## config.mk

```make
export PLATFORM = sky130hd
export DESIGN_NAME = spt_cordic
export DESIGN_NICKNAME = d
export VERILOG_FILES = /design/src/rtl/core/segment_point_transform_unit_macros.svh /design/src/rtl/core/spt_pkg.sv /design/src/rtl/core/spt_cordic.sv
export SDC_FILE = /design/constraint.sdc
export NUM_CORES = 2
export LEC_CHECK = 0
export BUFFER_PORTS_ARGS = -buffer_cell sky130_fd_sc_hd__buf_2
export CORE_ASPECT_RATIO = 1.75
export CORE_UTILIZATION = 50
export DETAILED_ROUTE_END_ITERATION = 10
export PLACE_DENSITY = 0.62
export SLEW_MARGIN = 40
export SYNTH_ARGS = -nofsm -noshare
export SYNTH_HDL_FRONTEND = slang
export SYNTH_SLANG_ARGS = --single-unit
export TNS_END_PERCENT = 20
```

## constraint.sdc

```tcl
create_clock -name clk -period 9.2 [get_ports clk]
set_input_delay 1.38 -clock clk [delete_from_list [all_inputs] [get_ports clk]]
set_output_delay 1.38 -clock clk [all_outputs]
set_load 0.02 [all_outputs]
```

## src/rtl/core/segment_point_transform_unit_macros.svh

```systemverilog
// ----------------------------------------------------------------------------
// segment point transform unit assertion macros
// concurrent assertion shorthands for the top level, clocked on clk, disabled in reset
// ----------------------------------------------------------------------------
`ifndef SEGMENT_POINT_TRANSFORM_UNIT_MACROS_SVH
`define SEGMENT_POINT_TRANSFORM_UNIT_MACROS_SVH

// condition implies property in the same cycle
`define SPT_ASSERT_SAME(label, cond, prop) \
	label: assert property (@(posedge clk) disable iff (!arst_n) (cond) |-> (prop)) \
		else $error("assertion failed: label");

// condition implies property in the following cycle
`define SPT_ASSERT_NEXT(label, cond, prop) \
	label: assert property (@(posedge clk) disable iff (!arst_n) (cond) |=> (prop)) \
		else $error("assertion failed: label");

`endif

```

## src/rtl/core/spt_pkg.sv

```systemverilog
// ----------------------------------------------------------------------------
// spt_pkg
// shared types, constants and helper functions of the segment point transform
// ----------------------------------------------------------------------------
package spt_pkg;

	// default configuration
	localparam int FRAC_BITS_DEF    = 16;
	localparam int CORDIC_STEPS_DEF = 16;

	// field and datapath widths
	localparam int OP_W     = 2;
	localparam int COORD_W  = 32;
	localparam int ANG_W    = 16;
	localparam int ZW       = 36;
	localparam int XW       = 34;
	localparam int TRIG_W   = 32;
	localparam int DIFF_W   = 33;
	localparam int PROD_W   = 65;
	localparam int SUM_W    = 67;
	localparam int ANG_SHIFT = 17;
	localparam int ROT_SHIFT = 28;

	// opcodes
	localparam logic [OP_W-1:0] OP_TRANSLATE = 2'd0;
	localparam logic [OP_W-1:0] OP_ROTATE    = 2'd1;
	localparam logic [OP_W-1:0] OP_SCALE     = 2'd2;

	// cordic constants, q30
	localparam logic signed [ZW-1:0] HALF_PI_Q30 = 36'sd1686629713;
	localparam logic signed [ZW-1:0] PI_Q30      = 36'sd3373259426;
	localparam logic signed [XW-1:0] GAIN_Q30    = 34'sd652032874;

	typedef struct packed {
		logic [OP_W-1:0]           opcode;
		logic signed [COORD_W-1:0] first_x;
		logic signed [COORD_W-1:0] first_y;
		logic signed [COORD_W-1:0] second_x;
		logic signed [COORD_W-1:0] second_y;
		logic signed [COORD_W-1:0] vector_x;
		logic signed [COORD_W-1:0] vector_y;
		logic signed [ANG_W-1:0]   turn_angle;
		logic signed [COORD_W-1:0] scale_factor;
	} spt_in_t;

	typedef struct packed {
		logic signed [COORD_W-1:0] new_first_x;
		logic signed [COORD_W-1:0] new_first_y;
		logic signed [COORD_W-1:0] new_second_x;
		logic signed [COORD_W-1:0] new_second_y;
	} spt_out_t;

	// one endpoint with its operands, as handed to a lane
	typedef struct packed {
		logic [OP_W-1:0]           op;
		logic signed [COORD_W-1:0] px;
		logic signed [COORD_W-1:0] py;
		logic signed [COORD_W-1:0] cx;
		logic signed [COORD_W-1:0] cy;
		logic signed [COORD_W-1:0] k;
	} spt_point_t;

	// cosine and sine, q28
	typedef struct packed {
		logic signed [TRIG_W-1:0] cs;
		logic signed [TRIG_W-1:0] sn;
	} spt_trig_t;

	// atan(2^-i) * 2^30, floored up to i = 26, rounded to nearest above
	function automatic logic signed [ZW-1:0] atan_q30(input int idx);
		case (idx)
			0:  return 36'sh03243F6A8;
			1:  return 36'sh01DAC6705;
			2:  return 36'sh00FADBAFC;
			3:  return 36'sh007F56EA6;
			4:  return 36'sh003FEAB76;
			5:  return 36'sh001FFD55B;
			6:  return 36'sh000FFFAAA;
			7:  return 36'sh0007FFF55;
			8:  return 36'sh0003FFFEA;
			9:  return 36'sh0001FFFFD;
			10: return 36'sh0000FFFFF;
			11: return 36'sh00007FFFF;
			12: return 36'sh00003FFFF;
			13: return 36'sh00001FFFF;
			14: return 36'sh00000FFFF;
			15: return 36'sh000007FFF;
			16: return 36'sh000003FFF;
			17: return 36'sh000001FFF;
			18: return 36'sh000000FFF;
			19: return 36'sh0000007FF;
			20: return 36'sh0000003FF;
			21: return 36'sh0000001FF;
			22: return 36'sh0000000FF;
			23: return 36'sh00000007F;
			24: return 36'sh00000003F;
			25: return 36'sh00000001F;
			26: return 36'sh00000000F;
			27: return 36'sh000000008;
			28: return 36'sh000000004;
			29: return 36'sh000000002;
			30: return 36'sh000000001;
			default: return '0;
		endcase
	endfunction

	// clamp a wide signed value to the signed 32-bit range
	function automatic logic signed [COORD_W-1:0] sat32(input logic signed [SUM_W-1:0] v);
		if (v > $signed({{(SUM_W-COORD_W+1){1'b0}}, {(COORD_W-1){1'b1}}}))
			return {1'b0, {(COORD_W-1){1'b1}}};
		else if (v < $signed({{(SUM_W-COORD_W+1){1'b1}}, {(COORD_W-1){1'b0}}}))
			return {1'b1, {(COORD_W-1){1'b0}}};
		else
			return v[COORD_W-1:0];
	endfunction

endpackage

```

## src/rtl/core/spt_cordic.sv

```systemverilog
// ----------------------------------------------------------------------------
// spt_cordic
// pipelined rotation-mode cordic, one stage per iteration, q28 cos and sin
// ----------------------------------------------------------------------------
module spt_cordic #(
	parameter int STEPS = spt_pkg::CORDIC_STEPS_DEF
) (
	input  logic                               clk,
	input  logic                               en,
	input  logic signed [spt_pkg::ANG_W-1:0]   angle,
	output spt_pkg::spt_trig_t                 trig
);
	import spt_pkg::*;

	logic signed [ZW-1:0] z_ext;
	logic signed [ZW-1:0] z_pre;
	logic                 flip_pre;

	logic signed [XW-1:0] x_s [STEPS+1];
	logic signed [XW-1:0] y_s [STEPS+1];
	logic signed [ZW-1:0] z_s [STEPS+1];
	logic                 flip_s [STEPS+1];

	logic signed [XW-1:0] xf, yf, xr, yr;
	spt_trig_t            trig_q;

	// widen the angle to q30 and fold it into plus or minus a right angle
	always_comb begin
		z_ext    = ZW'(angle) <<< ANG_SHIFT;
		z_pre    = z_ext;
		flip_pre = 1'b0;
		if (z_ext > HALF_PI_Q30) begin
			z_pre    = z_ext - PI_Q30;
			flip_pre = 1'b1;
		end else if (z_ext < -HALF_PI_Q30) begin
			z_pre    = z_ext + PI_Q30;
			flip_pre = 1'b1;
		end
	end

	// entry stage
	always_ff @(posedge clk) begin
		if (en) begin
			x_s[0]    <= GAIN_Q30;
			y_s[0]    <= '0;
			z_s[0]    <= z_pre;
			flip_s[0] <= flip_pre;
		end
	end

	// one micro-rotation per stage
	for (genvar i = 0; i < STEPS; i++) begin : g_step
		always_ff @(posedge clk) begin
			if (en) begin
				flip_s[i+1] <= flip_s[i];
				if (!z_s[i][ZW-1]) begin
					x_s[i+1] <= x_s[i] - (y_s[i] >>> i);
					y_s[i+1] <= y_s[i] + (x_s[i] >>> i);
					z_s[i+1] <= z_s[i] - atan_q30(i);
				end else begin
					x_s[i+1] <= x_s[i] + (y_s[i] >>> i);
					y_s[i+1] <= y_s[i] - (x_s[i] >>> i);
					z_s[i+1] <= z_s[i] + atan_q30(i);
				end
			end
		end
	end

	// undo the fold, then round half up from q30 to q28
	always_comb begin
		xf = flip_s[STEPS] ? -x_s[STEPS] : x_s[STEPS];
		yf = flip_s[STEPS] ? -y_s[STEPS] : y_s[STEPS];
		xr = (xf >>> 2) + $signed({{(XW-1){1'b0}}, xf[1]});
		yr = (yf >>> 2) + $signed({{(XW-1){1'b0}}, yf[1]});
	end

	always_ff @(posedge clk) begin
		if (en) begin
			trig_q.cs <= xr[TRIG_W-1:0];
			trig_q.sn <= yr[TRIG_W-1:0];
		end
	end

	assign trig = trig_q;

endmodule

```

Word level (Yosys, flattened, before mapping)
Memory sizes are Yosys's and may differ from the RTL's.
Cells that the tools add are included.
Widths: inputs -> output; s select.
{ "op_classes": {"add_sub_neg": 101, "mul": 0, "div_mod_pow": 0, "magnitude_cmp": 2, "eq_ne": 0, "shifts": 0, "n_mux": 152, "bitwise_logic": 48, "reduce_logical": 0} }
{ "op_table": {"columns": ["op", "n"], "rows": [
  ["$mux 34", 34],
  ["$mux 36", 18],
  ["$mux 1", 100],
  ["$add 34x19->34", 2],
  ["$add 34x20->34", 2],
  ["$add 34x21->34", 2],
  ["$add 34x22->34", 2],
  ["$add 34x23->34", 2],
  ["$add 34x24->34", 2],
  ["$add 34x25->34", 2],
  ["$add 34x26->34", 2],
  ["$add 34x27->34", 2],
  ["$add 34x28->34", 2],
  ["$add 34x29->34", 2],
  ["$add 34x30->34", 2],
  ["$add 34x31->34", 2],
  ["$add 34x32->34", 2],
  ["$add 34x33->34", 2],
  ["$neg 34->34", 2],
  ["$sub 34x19->34", 2],
  ["$sub 34x20->34", 2],
  ["$sub 34x21->34", 2],
  ["$sub 34x22->34", 2],
  ["$sub 34x23->34", 2],
  ["50 further kinds", 109]
]} }
{ "word_totals": {"regBits": 64, "latch_bits": 0, "mem_bits_rw": 1785, "rom_bits": 0, "in_bits": 18, "output_inout_bits": 64, "elab_cells": 309, "mem_count": 4} }
{ "memory_table": {"columns": ["name", "depth", "word_bits", "rd", "rd_clocked_by_memory_dff", "wr", "line", "source"], "rows": [
  ["z_s", 17, 36, 16, 0, 17, "spt_cordic.sv:21", "logic signed [ZW-1:0] z_s [STEPS+1];"],
  ["x_s", 17, 34, 17, 0, 17, "spt_cordic.sv:19", "logic signed [XW-1:0] x_s [STEPS+1];"],
  ["y_s", 17, 34, 17, 0, 17, "spt_cordic.sv:20", "logic signed [XW-1:0] y_s [STEPS+1];"],
  ["flip_s", 17, 1, 17, 0, 17, "spt_cordic.sv:22", "logic flip_s [STEPS+1];"]
]} }

Logic depth before layout (Yosys ltp)
An unclocked memory read counts as a cell.
{ "logic_depth": {"word_depth": 5, "mapped_depth": 21, "ltp_nobuf": 21} }

Least setup slack after synthesis
No wires, ideal clock.
{ "synth_path": {"path_type": "in2reg", "startpoint": "input port en", "endpoint": "memory y_s[6][33], data pin", "setup_ns": 0.260, "arrival_ns": 6.079, "required_ns": 8.940, "slack_ns": 2.861, "path_stages": 19, "path_buffers": 4, "path_cell_list": "clkbuf_1 > clkbuf_1 > nand2_1 > inv_1 > clkbuf_1 > buf_1 > nor2_1 > xnor2_1 > ha_1 > a21o_1 > a21oi_1 > o21ai_0 > or3_1 > or3b_2 > nand2_1 > o211ai_1 > or4b_2 > a31oi_1 > xnor2_1"} }
{ "synth_lines": {"columns": ["item", "line", "source"], "rows": [
  ["start: declaration", "spt_cordic.sv:9", "input logic en,"],
  ["end: declaration", "spt_cordic.sv:20", null]
]} }

==> flow_summary.json <==
{
  "grt_usage_pct": 29.46,
  "remaining_design_rule_violation_count": 0,
  "synth.cell_area_um2": 132600,
  "fin_worst_skew_ps": 50.59,
  "floorplan.die.width_um": 391.3,
  "pre_cts_slack_ps": 2007,
  "worst-endpoint-arrival_ps": 7120,
  "finalSetupTns_ps": 0,
  "cts_resized": 0,
  "fin_crit_ps": 6549,
  "postSynthRegisterBits": 1583,
  "rsz0062_at_grt": "false",
  "timing.critical_path.required_ps": 9770,
  "ioPinCount": 82,
  "crit_fanout": 7,
  "avgViaCountPerCell": 6.035,
  "endpoint_kind": "flop",
  "post-route-period-util_pct": 71.19,
  "cts_tree": "done",
  "max_stage_delay_ps": 840,
  "dr.pass1.iters": 8,
  "post_cts_hold_buffer_count": 0,
  "yosys-top-cells-area": "sky130_fd_sc_hd__edfxtp_1, sky130_fd_sc_hd__ha_1, sky130_fd_sc_hd__xnor2_1, sky130_fd_sc_hd__a21oi_1, sky130_fd_sc_hd__xor2_1",
  "max_freq_ghz": 0.1527,
  "synthDominantCellAreaShare_pct": 35.85,
  "starting_density_of_the_core_pct": 50.36,
  "asyncSetResetFlopFracSynth_pct": 0,
  "detail_route.wl_per_cell_um": 23.11,
  "maxSlewViolCount": 0,
  "syn_area_per_cell_um2": 9.641,
  "numPortBuffers": 81,
  "dr_total_vias": 105926,
  "timing.critical_path.slowest_stage_cell": "sky130_fd_sc_hd__a2111oi_1",
  "first_global_vias": 107889,
  "clock_latency_of_the_later_clocked_register_in_the_worst_skew_pair_ps": 870,
  "place_hpwl_um": 329700,
  "synth.lib_cells_used.distinct": 97,
  "die-height_um": 683.2,
  "critical_path.cell_chain": "nor4_1, or3b_2, nor4_2, a21oi_1, xnor2_1, ha_1, nand4_1, nor2_1, nand3_1, a211oi_1, nor2_1, a2111oi_1, buf_4, nor3_1, nor2_1, a221o_1, a21oi_1, xnor2_1",
  "die_area_um2": 267300,
  "gp_congestion": 1.017,
  "nNetsFinal": 15428,
  "grt_overflow": 0,
  "measured_slew_at_the_worst_slew_check_pin_ps": 926.3,
  "number_of_rows_created_at_floorplan": 249,
  "postRouteAntennaNets": 0,
  "cts_sinks": 1583,
  "drt_iter0_markers": 4935,
  "critical_path_class": "flop to flop",
  "cts.reportedPaths.clkPinSlew_ps": 60,
  "maxCapViolCount": 0,
  "postSynth.topFlopCell": "sky130_fd_sc_hd__edfxtp_1",
  "setup-violations-final": 0,
  "number_of_instances_in_the_placed_design": 17239,
  "flow.area_growth_from_synthesis_pct": 8.089,
  "worst_hold_slack_ps": 411.1,
  "worst_slack_ps": 2651,
  "slew_headroom_pct": 38.25,
  "synth_warnings": 0,
  "post-synth-top-area-cell": "sky130_fd_sc_hd__edfxtp_1",
  "start_kind": "flop",
  "final_hold_viol_count": 0,
  "grt_max_degree": 158,
  "postSynthNetCount": 15272,
  "timing.reg2reg.worst_path_depth": 18,
  "layout-drive-gt1-share_pct": 4.845,
  "critical_path.most_common_cell": "sky130_fd_sc_hd__nor2_1",
  "stdcell_count": 17552,
  "placeableCoreArea_um2": 263300,
  "cts_max_path_buffers": 4,
  "numCtsBuffers": 177,
  "drt-total-wl_um": 405700,
  "share_of_the_yosys_chip_area_belonging_to_registers_pct": 35.85,
  "status": "completed",
  "post_cts.repair.setup_buffers": 0,
  "hold_path_depth": 0,
  "min-delay-path-class": "flop to flop",
  "grt_antenna_before_repair": 5,
  "ctsHtreeMaxLevel": 4,
  "cts.root.buffer_cell": "sky130_fd_sc_hd__clkbuf_16",
  "number_of_enable_type_register_cells_in_the_synthesized_netlist": 1583,
  "synthCells": 13752,
  "grt_first_pass_wirelength_um": 604100
}
stage by stage:
step / util (%) / instance area, um^2
floorplan: - / 132600
global placement: 52.21 / 137400
detailed placement: 52.28 / 137600
CTS: 54.37 / 143100
global route: 54.44 / 143300
finish: 54.44 / 143300
path summary, 6_finish.rpt:
path	endpoint	slack, ps	startpoint
worst max-delay path	y_s[5][33]	2650	x_s[4][9]
worst min register to register	flip_s[0][6]	410	flip_s[0][5]
worst max register to register	y_s[5][33]	2650	x_s[4][9]
worst min-delay path	flip_s[0][6]	410	flip_s[0][5]
per-layer routing:
metal / routed length, um / global-route usage (%) / vias to the layer above
li1: - / - / 51647
met1: 123600 / 23.77 / 50509
met2: 227600 / 59.72 / 2482
met3: 11470 / 2.930 / 1286
met4: 43020 / 27.41 / 2
met5: 9 / 0 / -
sequential cells by signal, indices dropped and copies added, names as in the netlist:
| name | cells |
|---|---|
| flip_s | 16 |
| x_s | 484 |
| y_s | 511 |
| trig | 64 |
| z_s | 508 |
critical path, delay by kind of cell (launching register included):
| kind | cells | cell delay, ps |
|---|---|---|
| adder cells (fa/ha/maj) | 1 | 420 |
| AO/OA/AOI/OAI | 5 | 1670 |
| buffers and inverters | 1 | 240 |
| flip-flops | 1 | 450 |
| AND/OR/NAND/NOR | 9 | 3200 |
| XOR/XNOR | 2 | 290 |
kinds of logic (layout without fill, tap and decap cells):
| group | Yosys count | after routing | synth area share (%) |
|---|---|---|---|
| flip-flops | 1583 | 1583 | 35.85 |
| AND/OR/NAND/NOR | 3546 | 3546 | 13.06 |
| buffers and inverters | 739 | 1021 | 2.096 |
| multiplexers | 112 | 112 | 0.8965 |
| XOR/XNOR | 2019 | 2019 | 13.34 |
| adder cells (fa/ha/maj) | 1502 | 1502 | 14.42 |
| AO/OA/AOI/OAI | 4251 | 4251 | 20.34 |
| other | 0 | 4 | 0 |
area by class of cell:
cell class / instances / area, um^2
diodes: 4 / 10.01
clock buffers: 215 / 4657
clock inverters: 90 / 847.1
fillers: 23463 / 119900
inverters: 526 / 1977
multi-input cells: 11430 / 82440
flip-flops and latches: 1583 / 47540
well taps: 3514 / 4397
repair buffers: 190 / 1444
cells in the mapped netlist (55+ instances only):
| master | count |
|---|---|
| sky130_fd_sc_hd__o21ai_0 | 796 |
| sky130_fd_sc_hd__o21a_1 | 221 |
| sky130_fd_sc_hd__nor4_1 | 88 |
| sky130_fd_sc_hd__nand2_1 | 771 |
| sky130_fd_sc_hd__nor3_1 | 337 |
| sky130_fd_sc_hd__xnor2_1 | 1299 |
| sky130_fd_sc_hd__nor2_1 | 1018 |
| sky130_fd_sc_hd__mux2i_1 | 58 |
| sky130_fd_sc_hd__nor2b_1 | 202 |
| sky130_fd_sc_hd__o41ai_1 | 72 |
| sky130_fd_sc_hd__nand4_1 | 94 |
| sky130_fd_sc_hd__inv_1 | 516 |
| sky130_fd_sc_hd__nand3_1 | 256 |
| sky130_fd_sc_hd__a21boi_0 | 59 |
| sky130_fd_sc_hd__ha_1 | 1459 |
| sky130_fd_sc_hd__clkbuf_1 | 177 |
| sky130_fd_sc_hd__edfxtp_1 | 1583 |
| sky130_fd_sc_hd__a21o_1 | 671 |
| sky130_fd_sc_hd__and2_1 | 61 |
| sky130_fd_sc_hd__or3_1 | 114 |
| sky130_fd_sc_hd__a21oi_1 | 1402 |
| sky130_fd_sc_hd__xor2_1 | 720 |
| sky130_fd_sc_hd__o31ai_1 | 149 |
| sky130_fd_sc_hd__or2_2 | 71 |
| sky130_fd_sc_hd__a31oi_1 | 133 |
| sky130_fd_sc_hd__a211oi_1 | 129 |
| sky130_fd_sc_hd__and3_1 | 118 |
| sky130_fd_sc_hd__o211ai_1 | 55 |
| sky130_fd_sc_hd__nand2b_1 | 241 |
| sky130_fd_sc_hd__o21bai_1 | 146 |
placed cells by master (no fill, tap or decap), types with 221 or more instances in the layout:
master                     count
sky130_fd_sc_hd__a21o_1      671
sky130_fd_sc_hd__a21oi_1    1400
sky130_fd_sc_hd__edfxtp_1   1583
sky130_fd_sc_hd__ha_1       1459
sky130_fd_sc_hd__inv_1       511
sky130_fd_sc_hd__nand2_1     763
sky130_fd_sc_hd__nand2b_1    241
sky130_fd_sc_hd__nand3_1     256
sky130_fd_sc_hd__nor2_1     1018
sky130_fd_sc_hd__nor3_1      333
sky130_fd_sc_hd__o21a_1      221
sky130_fd_sc_hd__o21ai_0     790
sky130_fd_sc_hd__xnor2_1    1297
sky130_fd_sc_hd__xor2_1      720
Power is not shown: default switching activity piles up to over one toggle a cycle in this logic, so the estimate is an artifact.
